$ cat config.mk
export PLATFORM = sky130hd
export DESIGN_NAME = bitmap_slot_allocator
export DESIGN_NICKNAME = d
export VERILOG_FILES = /design/src/hw/rtl/bsa_pkg.sv /design/src/hw/rtl/bsa_div.sv /design/src/hw/rtl/bsa_dp.sv /design/src/hw/rtl/bsa_ctrl.sv /design/src/hw/rtl/bsa_csr.sv /design/src/hw/rtl/bitmap_slot_allocator.sv
export SDC_FILE = /design/constraint.sdc
export NUM_CORES = 2
export LEC_CHECK = 0
export BUFFER_PORTS_ARGS = -buffer_cell sky130_fd_sc_hd__clkbuf_2
export CELL_PAD_IN_SITES_DETAIL_PLACEMENT = 2
export CELL_PAD_IN_SITES_GLOBAL_PLACEMENT = 2
export CORE_MARGIN = 4
export CORE_UTILIZATION = 25
export DETAILED_ROUTE_END_ITERATION = 16
export HOLD_SLACK_MARGIN = 0.1
export PLACE_DENSITY_LB_ADDON = 0.1
export SLEW_MARGIN = 0
export SYNTH_ARGS = -nofsm -noshare
export SYNTH_HDL_FRONTEND = slang
export SYNTH_SLANG_ARGS = --single-unit
$ cat constraint.sdc
create_clock -name clock -period 10.17 [get_ports clock]
set_input_delay 0.5085 -clock clock [delete_from_list [all_inputs] [get_ports clock]]
set_output_delay 0.5085 -clock clock [all_outputs]
set_load 0.01 [all_outputs]
$ cat src/hw/rtl/bsa_pkg.sv
// Bitmap slot allocator: shared constants, register and status codes,
// controller states and the command/status structs between controller and datapath.
// No dependencies.
`timescale 1ns / 1ps

package bsa_pkg;

   // slab geometry
   localparam int MAX_SLOTS  = 512;
   localparam int WORD_BITS  = 64;
   localparam int ALIGN_BITS = 3;
   localparam int SLAB_BYTES = 4096;

   localparam int NUM_WORDS  = (MAX_SLOTS + WORD_BITS - 1) / WORD_BITS;
   localparam int WORD_IDX_W = (NUM_WORDS > 1) ? $clog2(NUM_WORDS) : 1;
   localparam int BIT_IDX_W  = $clog2(WORD_BITS);
   localparam int ALIGN_STEP = 1 << ALIGN_BITS;

   // field widths
   localparam int OBJ_W    = 13;
   localparam int OFF_W    = 12;
   localparam int CNT_W    = 10;
   localparam int SLOT_W   = 9;
   localparam int DATA_W   = 32;
   localparam int ADDR_W   = 4;

   // aligned size and divider widths
   localparam int ASZ_W    = OBJ_W + 1;
   localparam int DIVS_W   = ASZ_W - ALIGN_BITS;
   localparam int SLAB_W   = $clog2(SLAB_BYTES + 1);
   localparam int DIVD_W   = SLAB_W - ALIGN_BITS;
   localparam int DCNT_W   = $clog2(DIVD_W + 1);
   localparam int PROD_W   = SLOT_W + ASZ_W;

   // register reset values
   localparam int RST_OBJ_SIZE  = 8;
   localparam int RST_START_OFF = 64;
   localparam int RST_SLOT_CNT  = 0;

   typedef enum logic [1:0] {
      REG_OBJECT_SIZE  = 2'd0,
      REG_START_OFFSET = 2'd1,
      REG_SLOT_COUNT   = 2'd2
   } reg_index_type;

   typedef enum logic [1:0] {
      ST_DONE = 2'd0,
      ST_FULL = 2'd1,
      ST_BAD  = 2'd2
   } status_type;

   typedef enum logic [2:0] {
      S_IDLE,
      S_FIT,
      S_SCAN,
      S_MUL,
      S_SLOT,
      S_FREE,
      S_RESP
   } state_type;

   typedef struct packed {
      logic [OBJ_W-1:0] obj_size;
      logic [OFF_W-1:0] start_off;
      logic [CNT_W-1:0] slot_cnt;
   } cfg_type;

   typedef struct packed {
      logic       load_req;
      logic       div_start;
      logic       div_sel_slot;
      logic       take_fit;
      logic       take_slot;
      logic       scan_step;
      logic       alloc_apply;
      logic       free_apply;
      logic       set_status;
      status_type status;
      logic       respond;
   } dp_cmd_type;

   typedef struct packed {
      logic op_free;
      logic div_done;
      logic off_low;
      logic slot_bad;
      logic scan_found;
      logic scan_last;
   } dp_stat_type;

endpackage

$ cat src/hw/rtl/bsa_div.sv
// Bitmap slot allocator: restoring divider, one quotient bit per cycle.
// Depends on bsa_pkg.
`timescale 1ns / 1ps

module bsa_div (
   input  logic                       clock,
   input  logic                       reset,
   input  logic                       start,
   input  logic [bsa_pkg::DIVD_W-1:0] dividend,
   input  logic [bsa_pkg::DIVS_W-1:0] divisor,
   output logic                       done,
   output logic [bsa_pkg::DIVD_W-1:0] quotient
);

   logic [bsa_pkg::DCNT_W-1:0] count_ff, count_in;
   logic                       done_ff, done_in;
   logic [bsa_pkg::DIVS_W-1:0] rem_ff, rem_in;
   logic [bsa_pkg::DIVD_W-1:0] dq_ff, dq_in;
   logic [bsa_pkg::DIVS_W-1:0] dvs_ff, dvs_in;
   logic [bsa_pkg::DIVS_W-1:0] shifted;

   always_comb begin
      count_in = count_ff;
      done_in  = done_ff;
      rem_in   = rem_ff;
      dq_in    = dq_ff;
      dvs_in   = dvs_ff;
      shifted  = {rem_ff[bsa_pkg::DIVS_W-2:0], dq_ff[bsa_pkg::DIVD_W-1]};
      if (start) begin
         count_in = bsa_pkg::DCNT_W'(bsa_pkg::DIVD_W);
         done_in  = 1'b0;
         rem_in   = '0;
         dq_in    = dividend;
         dvs_in   = divisor;
      end else if (count_ff != '0) begin
         count_in = count_ff - 1'b1;
         if (shifted >= dvs_ff) begin
            rem_in = shifted - dvs_ff;
            dq_in  = {dq_ff[bsa_pkg::DIVD_W-2:0], 1'b1};
         end else begin
            rem_in = shifted;
            dq_in  = {dq_ff[bsa_pkg::DIVD_W-2:0], 1'b0};
         end
         if (count_ff == bsa_pkg::DCNT_W'(1)) begin
            done_in = 1'b1;
         end
      end
   end

   always_ff @(posedge clock) begin
      if (reset) begin
         count_ff <= '0;
         done_ff  <= 1'b0;
      end else begin
         count_ff <= count_in;
         done_ff  <= done_in;
      end
      rem_ff <= rem_in;
      dq_ff  <= dq_in;
      dvs_ff <= dvs_in;
   end

   assign done     = done_ff;
   assign quotient = dq_ff;

endmodule

$ cat src/hw/rtl/bsa_dp.sv
// Bitmap slot allocator datapath: bitmap, used counter, slot scan, offset
// arithmetic and the result register. Depends on bsa_pkg and bsa_div.
`timescale 1ns / 1ps

module bsa_dp (
   input  logic                        clock,
   input  logic                        reset,
   input  bsa_pkg::cfg_type            cfg,
   input  bsa_pkg::dp_cmd_type         cmd,
   output bsa_pkg::dp_stat_type        stat,
   input  logic                        req_opcode,
   input  logic [bsa_pkg::OFF_W-1:0]   req_free_offset,
   output logic                        rsp_valid,
   output logic [1:0]                  rsp_status,
   output logic [bsa_pkg::OFF_W-1:0]   rsp_alloc_offset,
   output logic [bsa_pkg::SLOT_W-1:0]  rsp_slot_index,
   output logic [bsa_pkg::CNT_W-1:0]   rsp_used_count,
   output logic                        rsp_is_full
);

   logic [bsa_pkg::WORD_BITS-1:0]  bitmap_ff [bsa_pkg::NUM_WORDS];
   logic [bsa_pkg::CNT_W-1:0]      used_ff;
   logic                           op_ff;
   logic [bsa_pkg::OFF_W-1:0]      foff_ff;
   logic [bsa_pkg::CNT_W-1:0]      n_ff;
   logic [bsa_pkg::WORD_IDX_W-1:0] word_ff;
   logic [bsa_pkg::SLOT_W-1:0]     slot_ff;
   logic [bsa_pkg::OFF_W-1:0]      prod_ff;
   bsa_pkg::status_type            status_ff;

   logic                           rsp_valid_ff;
   logic [1:0]                     rsp_status_ff;
   logic [bsa_pkg::OFF_W-1:0]      rsp_alloc_offset_ff;
   logic [bsa_pkg::SLOT_W-1:0]     rsp_slot_index_ff;
   logic [bsa_pkg::CNT_W-1:0]      rsp_used_count_ff;
   logic                           rsp_is_full_ff;

   // aligned object size
   logic [bsa_pkg::OBJ_W-1:0]      size_nz;
   logic [bsa_pkg::ASZ_W-1:0]      size_up;
   logic [bsa_pkg::DIVS_W-1:0]     size_units;
   logic [bsa_pkg::ASZ_W-1:0]      size_aligned;

   always_comb begin
      size_nz      = (cfg.obj_size == '0) ? bsa_pkg::OBJ_W'(1) : cfg.obj_size;
      size_up      = bsa_pkg::ASZ_W'(size_nz) + bsa_pkg::ASZ_W'(bsa_pkg::ALIGN_STEP - 1);
      size_units   = size_up[bsa_pkg::ASZ_W-1:bsa_pkg::ALIGN_BITS];
      size_aligned = bsa_pkg::ASZ_W'(size_units) << bsa_pkg::ALIGN_BITS;
   end

   // divider operands
   logic [bsa_pkg::SLAB_W-1:0]     slab_rem;
   logic [bsa_pkg::OFF_W-1:0]      free_rel;
   logic [bsa_pkg::DIVD_W-1:0]     div_dividend;
   logic [bsa_pkg::DIVD_W-1:0]     div_quo;
   logic                           div_done;

   always_comb begin
      slab_rem = bsa_pkg::SLAB_W'(bsa_pkg::SLAB_BYTES) - bsa_pkg::SLAB_W'(cfg.start_off);
      free_rel = foff_ff - cfg.start_off;
      if (cmd.div_sel_slot) begin
         div_dividend = bsa_pkg::DIVD_W'(free_rel[bsa_pkg::OFF_W-1:bsa_pkg::ALIGN_BITS]);
      end else begin
         div_dividend = slab_rem[bsa_pkg::SLAB_W-1:bsa_pkg::ALIGN_BITS];
      end
   end

   bsa_div u_div (
      .clock    (clock),
      .reset    (reset),
      .start    (cmd.div_start),
      .dividend (div_dividend),
      .divisor  (size_units),
      .done     (div_done),
      .quotient (div_quo)
   );

   // usable slot count
   logic [bsa_pkg::CNT_W-1:0]      n_in;
   logic [bsa_pkg::CNT_W-1:0]      fit_cnt;

   always_comb begin
      fit_cnt = bsa_pkg::CNT_W'(div_quo);
      n_in    = cfg.slot_cnt;
      if (n_in > bsa_pkg::CNT_W'(bsa_pkg::MAX_SLOTS)) begin
         n_in = bsa_pkg::CNT_W'(bsa_pkg::MAX_SLOTS);
      end
      if (n_in > fit_cnt) begin
         n_in = fit_cnt;
      end
   end

   // one bitmap word per scan step
   logic [bsa_pkg::WORD_BITS-1:0]  scan_word;
   logic [bsa_pkg::SLOT_W-1:0]     scan_base;
   logic [bsa_pkg::CNT_W-1:0]      scan_remain;
   logic [bsa_pkg::WORD_BITS-1:0]  scan_avail;
   logic [bsa_pkg::BIT_IDX_W-1:0]  scan_first;
   logic                           scan_found;
   logic                           scan_last;

   always_comb begin
      scan_word  = bitmap_ff[word_ff];
      scan_base  = {word_ff, {bsa_pkg::BIT_IDX_W{1'b0}}};
      scan_remain = (n_ff > bsa_pkg::CNT_W'(scan_base)) ?
                    n_ff - bsa_pkg::CNT_W'(scan_base) : '0;
      for (int b = 0; b < bsa_pkg::WORD_BITS; b++) begin
         scan_avail[b] = ~scan_word[b] && (bsa_pkg::CNT_W'(b) < scan_remain);
      end
      scan_first = '0;
      for (int b = bsa_pkg::WORD_BITS - 1; b >= 0; b--) begin
         if (scan_avail[b]) begin
            scan_first = bsa_pkg::BIT_IDX_W'(b);
         end
      end
      scan_found = |scan_avail;
      scan_last  = ((bsa_pkg::CNT_W + 1)'(scan_base) + (bsa_pkg::CNT_W + 1)'(bsa_pkg::WORD_BITS)
                    >= (bsa_pkg::CNT_W + 1)'(n_ff))
                   || (word_ff == bsa_pkg::WORD_IDX_W'(bsa_pkg::NUM_WORDS - 1));
   end

   logic [bsa_pkg::PROD_W-1:0]     prod_full;
   logic [bsa_pkg::WORD_IDX_W-1:0] slot_word;
   logic [bsa_pkg::BIT_IDX_W-1:0]  slot_bit;

   always_comb begin
      prod_full = slot_ff * size_aligned;
      slot_word = slot_ff[bsa_pkg::SLOT_W-1:bsa_pkg::BIT_IDX_W];
      slot_bit  = slot_ff[bsa_pkg::BIT_IDX_W-1:0];
   end

   always_comb begin
      stat.op_free    = op_ff;
      stat.div_done   = div_done;
      stat.off_low    = foff_ff < cfg.start_off;
      stat.slot_bad   = div_quo >= bsa_pkg::DIVD_W'(bsa_pkg::MAX_SLOTS);
      stat.scan_found = scan_found;
      stat.scan_last  = scan_last;
   end

   // bitmap and used count
   always_ff @(posedge clock) begin
      if (reset) begin
         for (int w = 0; w < bsa_pkg::NUM_WORDS; w++) begin
            bitmap_ff[w] <= '0;
         end
         used_ff <= '0;
      end else if (cmd.alloc_apply) begin
         bitmap_ff[slot_word][slot_bit] <= 1'b1;
         used_ff <= used_ff + 1'b1;
      end else if (cmd.free_apply && bitmap_ff[slot_word][slot_bit]) begin
         bitmap_ff[slot_word][slot_bit] <= 1'b0;
         if (used_ff != '0) begin
            used_ff <= used_ff - 1'b1;
         end
      end
   end

   always_ff @(posedge clock) begin
      if (reset) begin
         rsp_valid_ff <= 1'b0;
      end else begin
         rsp_valid_ff <= cmd.respond;
      end
      if (cmd.load_req) begin
         op_ff     <= req_opcode;
         foff_ff   <= req_free_offset;
         word_ff   <= '0;
         status_ff <= bsa_pkg::ST_DONE;
      end
      if (cmd.set_status) begin
         status_ff <= cmd.status;
      end
      if (cmd.take_fit) begin
         n_ff <= n_in;
      end
      if (cmd.take_slot) begin
         slot_ff <= bsa_pkg::SLOT_W'(div_quo);
      end
      if (cmd.scan_step) begin
         if (scan_found) begin
            slot_ff <= {word_ff, scan_first};
         end else if (!scan_last) begin
            word_ff <= word_ff + 1'b1;
         end
      end
      if (cmd.alloc_apply) begin
         prod_ff <= prod_full[bsa_pkg::OFF_W-1:0];
      end
      if (cmd.respond) begin
         rsp_status_ff     <= status_ff;
         rsp_used_count_ff <= used_ff;
         rsp_is_full_ff    <= used_ff >= n_ff;
         if (status_ff == bsa_pkg::ST_DONE) begin
            rsp_slot_index_ff   <= slot_ff;
            rsp_alloc_offset_ff <= op_ff ? '0 : cfg.start_off + prod_ff;
         end else begin
            rsp_slot_index_ff   <= '0;
            rsp_alloc_offset_ff <= '0;
         end
      end
   end

   assign rsp_valid        = rsp_valid_ff;
   assign rsp_status       = rsp_status_ff;
   assign rsp_alloc_offset = rsp_alloc_offset_ff;
   assign rsp_slot_index   = rsp_slot_index_ff;
   assign rsp_used_count   = rsp_used_count_ff;
   assign rsp_is_full      = rsp_is_full_ff;

endmodule

$ cat src/hw/rtl/bsa_ctrl.sv
// Bitmap slot allocator controller: sequences the divider, scan, update
// and result steps of one request. Depends on bsa_pkg.
`timescale 1ns / 1ps

module bsa_ctrl (
   input  logic                  clock,
   input  logic                  reset,
   input  logic                  start,
   output logic                  busy,
   input  bsa_pkg::dp_stat_type  stat,
   output bsa_pkg::dp_cmd_type   cmd
);

   bsa_pkg::state_type state_ff, state_in;

   always_ff @(posedge clock) begin
      if (reset) begin
         state_ff <= bsa_pkg::S_IDLE;
      end else begin
         state_ff <= state_in;
      end
   end

   always_comb begin
      state_in   = state_ff;
      cmd        = '0;
      cmd.status = bsa_pkg::ST_DONE;
      unique case (state_ff)
         bsa_pkg::S_IDLE: begin
            if (start) begin
               cmd.load_req  = 1'b1;
               cmd.div_start = 1'b1;
               state_in      = bsa_pkg::S_FIT;
            end
         end
         bsa_pkg::S_FIT: begin
            if (stat.div_done) begin
               cmd.take_fit = 1'b1;
               if (!stat.op_free) begin
                  state_in = bsa_pkg::S_SCAN;
               end else if (stat.off_low) begin
                  cmd.set_status = 1'b1;
                  cmd.status     = bsa_pkg::ST_BAD;
                  state_in       = bsa_pkg::S_RESP;
               end else begin
                  cmd.div_start    = 1'b1;
                  cmd.div_sel_slot = 1'b1;
                  state_in         = bsa_pkg::S_SLOT;
               end
            end
         end
         bsa_pkg::S_SCAN: begin
            cmd.scan_step = 1'b1;
            if (stat.scan_found) begin
               state_in = bsa_pkg::S_MUL;
            end else if (stat.scan_last) begin
               cmd.set_status = 1'b1;
               cmd.status     = bsa_pkg::ST_FULL;
               state_in       = bsa_pkg::S_RESP;
            end
         end
         bsa_pkg::S_MUL: begin
            cmd.alloc_apply = 1'b1;
            state_in        = bsa_pkg::S_RESP;
         end
         bsa_pkg::S_SLOT: begin
            cmd.div_sel_slot = 1'b1;
            if (stat.div_done) begin
               if (stat.slot_bad) begin
                  cmd.set_status = 1'b1;
                  cmd.status     = bsa_pkg::ST_BAD;
                  state_in       = bsa_pkg::S_RESP;
               end else begin
                  cmd.take_slot = 1'b1;
                  state_in      = bsa_pkg::S_FREE;
               end
            end
         end
         bsa_pkg::S_FREE: begin
            cmd.free_apply = 1'b1;
            state_in       = bsa_pkg::S_RESP;
         end
         bsa_pkg::S_RESP: begin
            cmd.respond = 1'b1;
            state_in    = bsa_pkg::S_IDLE;
         end
         default: begin
            state_in = bsa_pkg::S_IDLE;
         end
      endcase
   end

   assign busy = (state_ff != bsa_pkg::S_IDLE);

endmodule

$ cat src/hw/rtl/bsa_csr.sv
// Bitmap slot allocator configuration registers behind an APB-style port.
// Depends on bsa_pkg.
`timescale 1ns / 1ps

module bsa_csr (
   input  logic                        clock,
   input  logic                        reset,
   input  logic                        psel,
   input  logic                        penable,
   input  logic                        pwrite,
   input  logic [bsa_pkg::ADDR_W-1:0]  paddr,
   input  logic [bsa_pkg::DATA_W-1:0]  pwdata,
   output logic [bsa_pkg::DATA_W-1:0]  prdata,
   output logic                        pready,
   output bsa_pkg::cfg_type            cfg
);

   logic [bsa_pkg::OBJ_W-1:0] obj_size_ff;
   logic [bsa_pkg::OFF_W-1:0] start_off_ff;
   logic [bsa_pkg::CNT_W-1:0] slot_cnt_ff;
   bsa_pkg::reg_index_type    reg_sel;
   logic                      wr_en;

   assign reg_sel = bsa_pkg::reg_index_type'(paddr[bsa_pkg::ADDR_W-1:2]);
   assign wr_en   = psel && penable && pwrite;
   assign pready  = 1'b1;

   always_ff @(posedge clock) begin
      if (reset) begin
         obj_size_ff  <= bsa_pkg::OBJ_W'(bsa_pkg::RST_OBJ_SIZE);
         start_off_ff <= bsa_pkg::OFF_W'(bsa_pkg::RST_START_OFF);
         slot_cnt_ff  <= bsa_pkg::CNT_W'(bsa_pkg::RST_SLOT_CNT);
      end else if (wr_en) begin
         unique case (reg_sel)
            bsa_pkg::REG_OBJECT_SIZE:  obj_size_ff  <= pwdata[bsa_pkg::OBJ_W-1:0];
            bsa_pkg::REG_START_OFFSET: start_off_ff <= pwdata[bsa_pkg::OFF_W-1:0];
            bsa_pkg::REG_SLOT_COUNT:   slot_cnt_ff  <= pwdata[bsa_pkg::CNT_W-1:0];
            default: ;
         endcase
      end
   end

   always_comb begin
      unique case (reg_sel)
         bsa_pkg::REG_OBJECT_SIZE:  prdata = bsa_pkg::DATA_W'(obj_size_ff);
         bsa_pkg::REG_START_OFFSET: prdata = bsa_pkg::DATA_W'(start_off_ff);
         bsa_pkg::REG_SLOT_COUNT:   prdata = bsa_pkg::DATA_W'(slot_cnt_ff);
         default:                   prdata = '0;
      endcase
   end

   assign cfg.obj_size  = obj_size_ff;
   assign cfg.start_off = start_off_ff;
   assign cfg.slot_cnt  = slot_cnt_ff;

endmodule

$ cat src/hw/rtl/bitmap_slot_allocator.sv
// Bitmap slot allocator top level: configuration registers, controller, datapath.
// Depends on bsa_pkg, bsa_csr, bsa_ctrl and bsa_dp.
`timescale 1ns / 1ps

// One request at a time: a request is taken when start is high and busy low,
// and its result appears on the rsp_ ports for a single cycle with rsp_valid;
// the receiver must take it then. Both usable-slot and slot-index figures come
// from a shared restoring divider at one quotient bit a cycle. An allocate
// scans the 64-bit bitmap words one at a time (1 to 8 words) until a free slot
// is found or the word holding the last usable slot is checked; a free runs a
// second division for the slot index unless the offset lies below the start offset.
// The result shows in the same cycle as busy drops, when the next request may already be taken.
// The bitmap is cleared by reset itself.
module bitmap_slot_allocator (
   input  logic                        clock,
   input  logic                        reset,
   input  logic                        start,
   output logic                        busy,
   input  logic                        req_opcode,
   input  logic [bsa_pkg::OFF_W-1:0]   req_free_offset,
   output logic                        rsp_valid,
   output logic [1:0]                  rsp_status,
   output logic [bsa_pkg::OFF_W-1:0]   rsp_alloc_offset,
   output logic [bsa_pkg::SLOT_W-1:0]  rsp_slot_index,
   output logic [bsa_pkg::CNT_W-1:0]   rsp_used_count,
   output logic                        rsp_is_full,
   input  logic                        psel,
   input  logic                        penable,
   input  logic                        pwrite,
   input  logic [bsa_pkg::ADDR_W-1:0]  paddr,
   input  logic [bsa_pkg::DATA_W-1:0]  pwdata,
   output logic [bsa_pkg::DATA_W-1:0]  prdata,
   output logic                        pready
);

   bsa_pkg::cfg_type     cfg;
   bsa_pkg::dp_cmd_type  cmd;
   bsa_pkg::dp_stat_type stat;

   bsa_csr u_csr (
      .clock   (clock),
      .reset   (reset),
      .psel    (psel),
      .penable (penable),
      .pwrite  (pwrite),
      .paddr   (paddr),
      .pwdata  (pwdata),
      .prdata  (prdata),
      .pready  (pready),
      .cfg     (cfg)
   );

   bsa_ctrl u_ctrl (
      .clock (clock),
      .reset (reset),
      .start (start),
      .busy  (busy),
      .stat  (stat),
      .cmd   (cmd)
   );

   bsa_dp u_dp (
      .clock            (clock),
      .reset            (reset),
      .cfg              (cfg),
      .cmd              (cmd),
      .stat             (stat),
      .req_opcode       (req_opcode),
      .req_free_offset  (req_free_offset),
      .rsp_valid        (rsp_valid),
      .rsp_status       (rsp_status),
      .rsp_alloc_offset (rsp_alloc_offset),
      .rsp_slot_index   (rsp_slot_index),
      .rsp_used_count   (rsp_used_count),
      .rsp_is_full      (rsp_is_full)
   );

endmodule

==> run summary <==
largest net degree at the start of global routing = 196
Worst-path clk slew = 60 ps
row count = 154
drt drc = 0
number of flops mapped to enable cells by yosys = 601
initial antenna violation count = 8
setup TNS = 0 ps
final hold slack = 224 ps
Yosys top cell by area = edfxtp_1
H-tree levels = 3
status = completed
Async SR Flop Fraction = 0%
CTS root buffer = clkbuf_16
synthesized instance count = 4308
warnings from Yosys = 0
Slew @ Worst Pin = 1270 ps
Cell Area, Placed = 47000 um^2
vias after detailed routing = 36100
DRT Wirelength = 213000 um
first-pass GRT wire length = 302000 um
Synth Flop Type = edfxtp_1
final worst slack = 3600 ps
Final Power = 10.8 mW
Setup crit end kind = flip-flop
Synth Register Bits = 677
fraction of layout cells with a size suffix above 1 = 16.0%
most frequent cells in the layout = nor2_1 (657), edfxtp_1 (601), nand2_1 (351)
final hold vios = 0
number of placed cells counting well taps = 6456
die height = 429 um
Synth area leaders = edfxtp_1 (41%), mux4_2 (8.9%), nor2_1 (5.6%), o21bai_1 (5.5%), a21o_1 (3.6%)
min cycle time layout = 6570 ps
synthesized area = 44300 um^2
pre-CTS setup slack = 3650 ps
Synth top area share = 40.7%
total CTS buffers = 93
Net count, final = 4399
post-DR wirelength/cell = 32.1 um
final period utilization = 64.6%
Setup CP Type = flip-flop to flip-flop
vias in the first global route = 37900
pwr dens = 215 nW/um^2
Rel. slew slack = 13.0%
Pins Over Slew Limit = 0
Post-DP HPWL = 147000 um
Worst EP required = 10620 ps
critical path startpoint category = flip-flop
placer congestion estimate = 0.846
max cap viols = 0
CTS tree = done
RSZ-0062 raised after global routing = false
GR Util All Layers = 22.7%
Post-DRT Antenna Nets = 0
Finished Cell Area = 50400 um^2
Synth-to-Final Area Change = 13.6%
Max Root-Sink Buffers = 3
# Post-CTS Setup Buffers = 0
Clk Latency, worst-skew pair = 750 ps
Sinks on Clock Net = 677
post-synth cell types = 99
Via-to-Cell Ratio = 5.44
# setup viols final = 0
fin cells = 6647
Placeable Area = 176000 um^2
first drt pass iteration count = 5
1st-iter DRT viols = 2926
Starting Density = 25.1%
Worst VDD drop = 0.000113 V
CP arrival = 7030 ps
P_leak = 17.6 nW
IO buf count = 82
final core utilization = 28.6%
commonest non-fill, non-tap cell in the layout = nor2_1
worst min path class = primary input to flip-flop
sequential area share after synthesis = 44.1%
maximum clock frequency = 152 MHz
top-level port count = 124
Horiz. Die Dim = 429 um
Die ar. = 184000 um^2
Syn Area/Cell = 10.3 um^2
CP Max Fanout = 64
GRT overflow = 0
worst clock skew = 45.5 ps
-- worst max-delay path: stages, from the launching register on --
cell,delay (ps)
dfxtp_4,750
buf_4,510
nand2b_1,790
o22ai_1,120
o311ai_0,740
a41oi_1,440
a211oi_1,380
and4_1,420
o22ai_4,310
nand3_4,180
buf_4,510
buf_4,770
o21bai_1,190
-- final timing paths --
check,slack [ps],end,depth (start not counted),startpoint
min reg2reg,500,u_dp.u_div.rem_ff[1],2,u_dp.u_div.rem_ff[1]
min,220,u_ctrl.state_ff[1],3,start
max reg2reg,3600,u_dp.bitmap_ff[4][54],12,u_dp.slot_ff[7]
max,3600,u_dp.bitmap_ff[4][54],12,u_dp.slot_ff[7]
-- sequential cells by signal (all words and copies together) (netlist names), 4 cells and up --
signal	cells
u_dp.foff_ff	12
u_csr.start_off_ff	12
u_dp.slot_ff	9
u_dp.n_ff	10
u_dp.bitmap_ff	512
u_dp.rsp_alloc_offset	12
u_dp.u_div.count_ff	4
u_dp.used_ff	10
u_dp.u_div.rem_ff	10
u_dp.rsp_slot_index	9
u_dp.u_div.quotient	10
u_dp.prod_ff	9
u_csr.obj_size_ff	13
u_dp.rsp_used_count	10
u_csr.slot_cnt_ff	10
u_dp.u_div.dvs_ff	11
-- layout make-up --
| type | count | area (um^2) |
|---|---|---|
| multi-input combinational | 3109 | 22500 |
| clock buffer | 122 | 2580 |
| clock inverter | 41 | 517 |
| antenna | 1 | 2.50 |
| fill | 19200 | 126000 |
| timing repair buffer | 243 | 1770 |
| sequential | 677 | 19600 |
| tap | 2340 | 2930 |
| inverter | 114 | 429 |
-- per-layer routing --
| layer | vias up | global-route usage, % | wire [um] |
|---|---|---|---|
| met1 | 19300 | 31.9 | 99100 |
| met2 | 889 | 37.2 | 99500 |
| met3 | 214 | 2.89 | 9570 |
| met5 | - | 0 | 18 |
| li1 | 15700 | - | - |
| met4 | 4 | 5.02 | 4920 |
-- Yosys cell counts (110+ instances only) --
master and number:
a21o_1 213, clkbuf_1 222, inv_1 110, nand2_1 351, mux4_2 176, o21bai_1 325, edfxtp_1 601, buf_2 115
a21oi_1 151, mux2i_1 138, o21ai_0 110, nor2_1 665
-- report_power, final --
| group | total [mW] | switching (mW) | internal (mW) |
|---|---|---|---|
| logic | 3.87 | 2.70 | 1.16 |
| clock network | 3.47 | 1.41 | 2.06 |
| registers | 3.50 | 0.255 | 3.24 |
-- repair_timing --
item                      in CTS  in global routing
hold buffers                  27                  0
resized for setup              0                  0
hold endpoints to repair      49                  0
-- cell families after synthesis --
logic type                 count (synthesis)  share of synthesized area, %
and+or+nand+nor                         1440                          14.5
other                                      2                        0.0169
adders and majority gates                106                          3.36
DFF                                      677                          44.1
xor gates and xnor gates                  64                          1.28
AOI/OAI and AO/OA                       1133                          18.3
muxes                                    346                          12.9
buffers and inverters                    540                          5.60
Note: power is estimated with default switching activity, not from simulation.
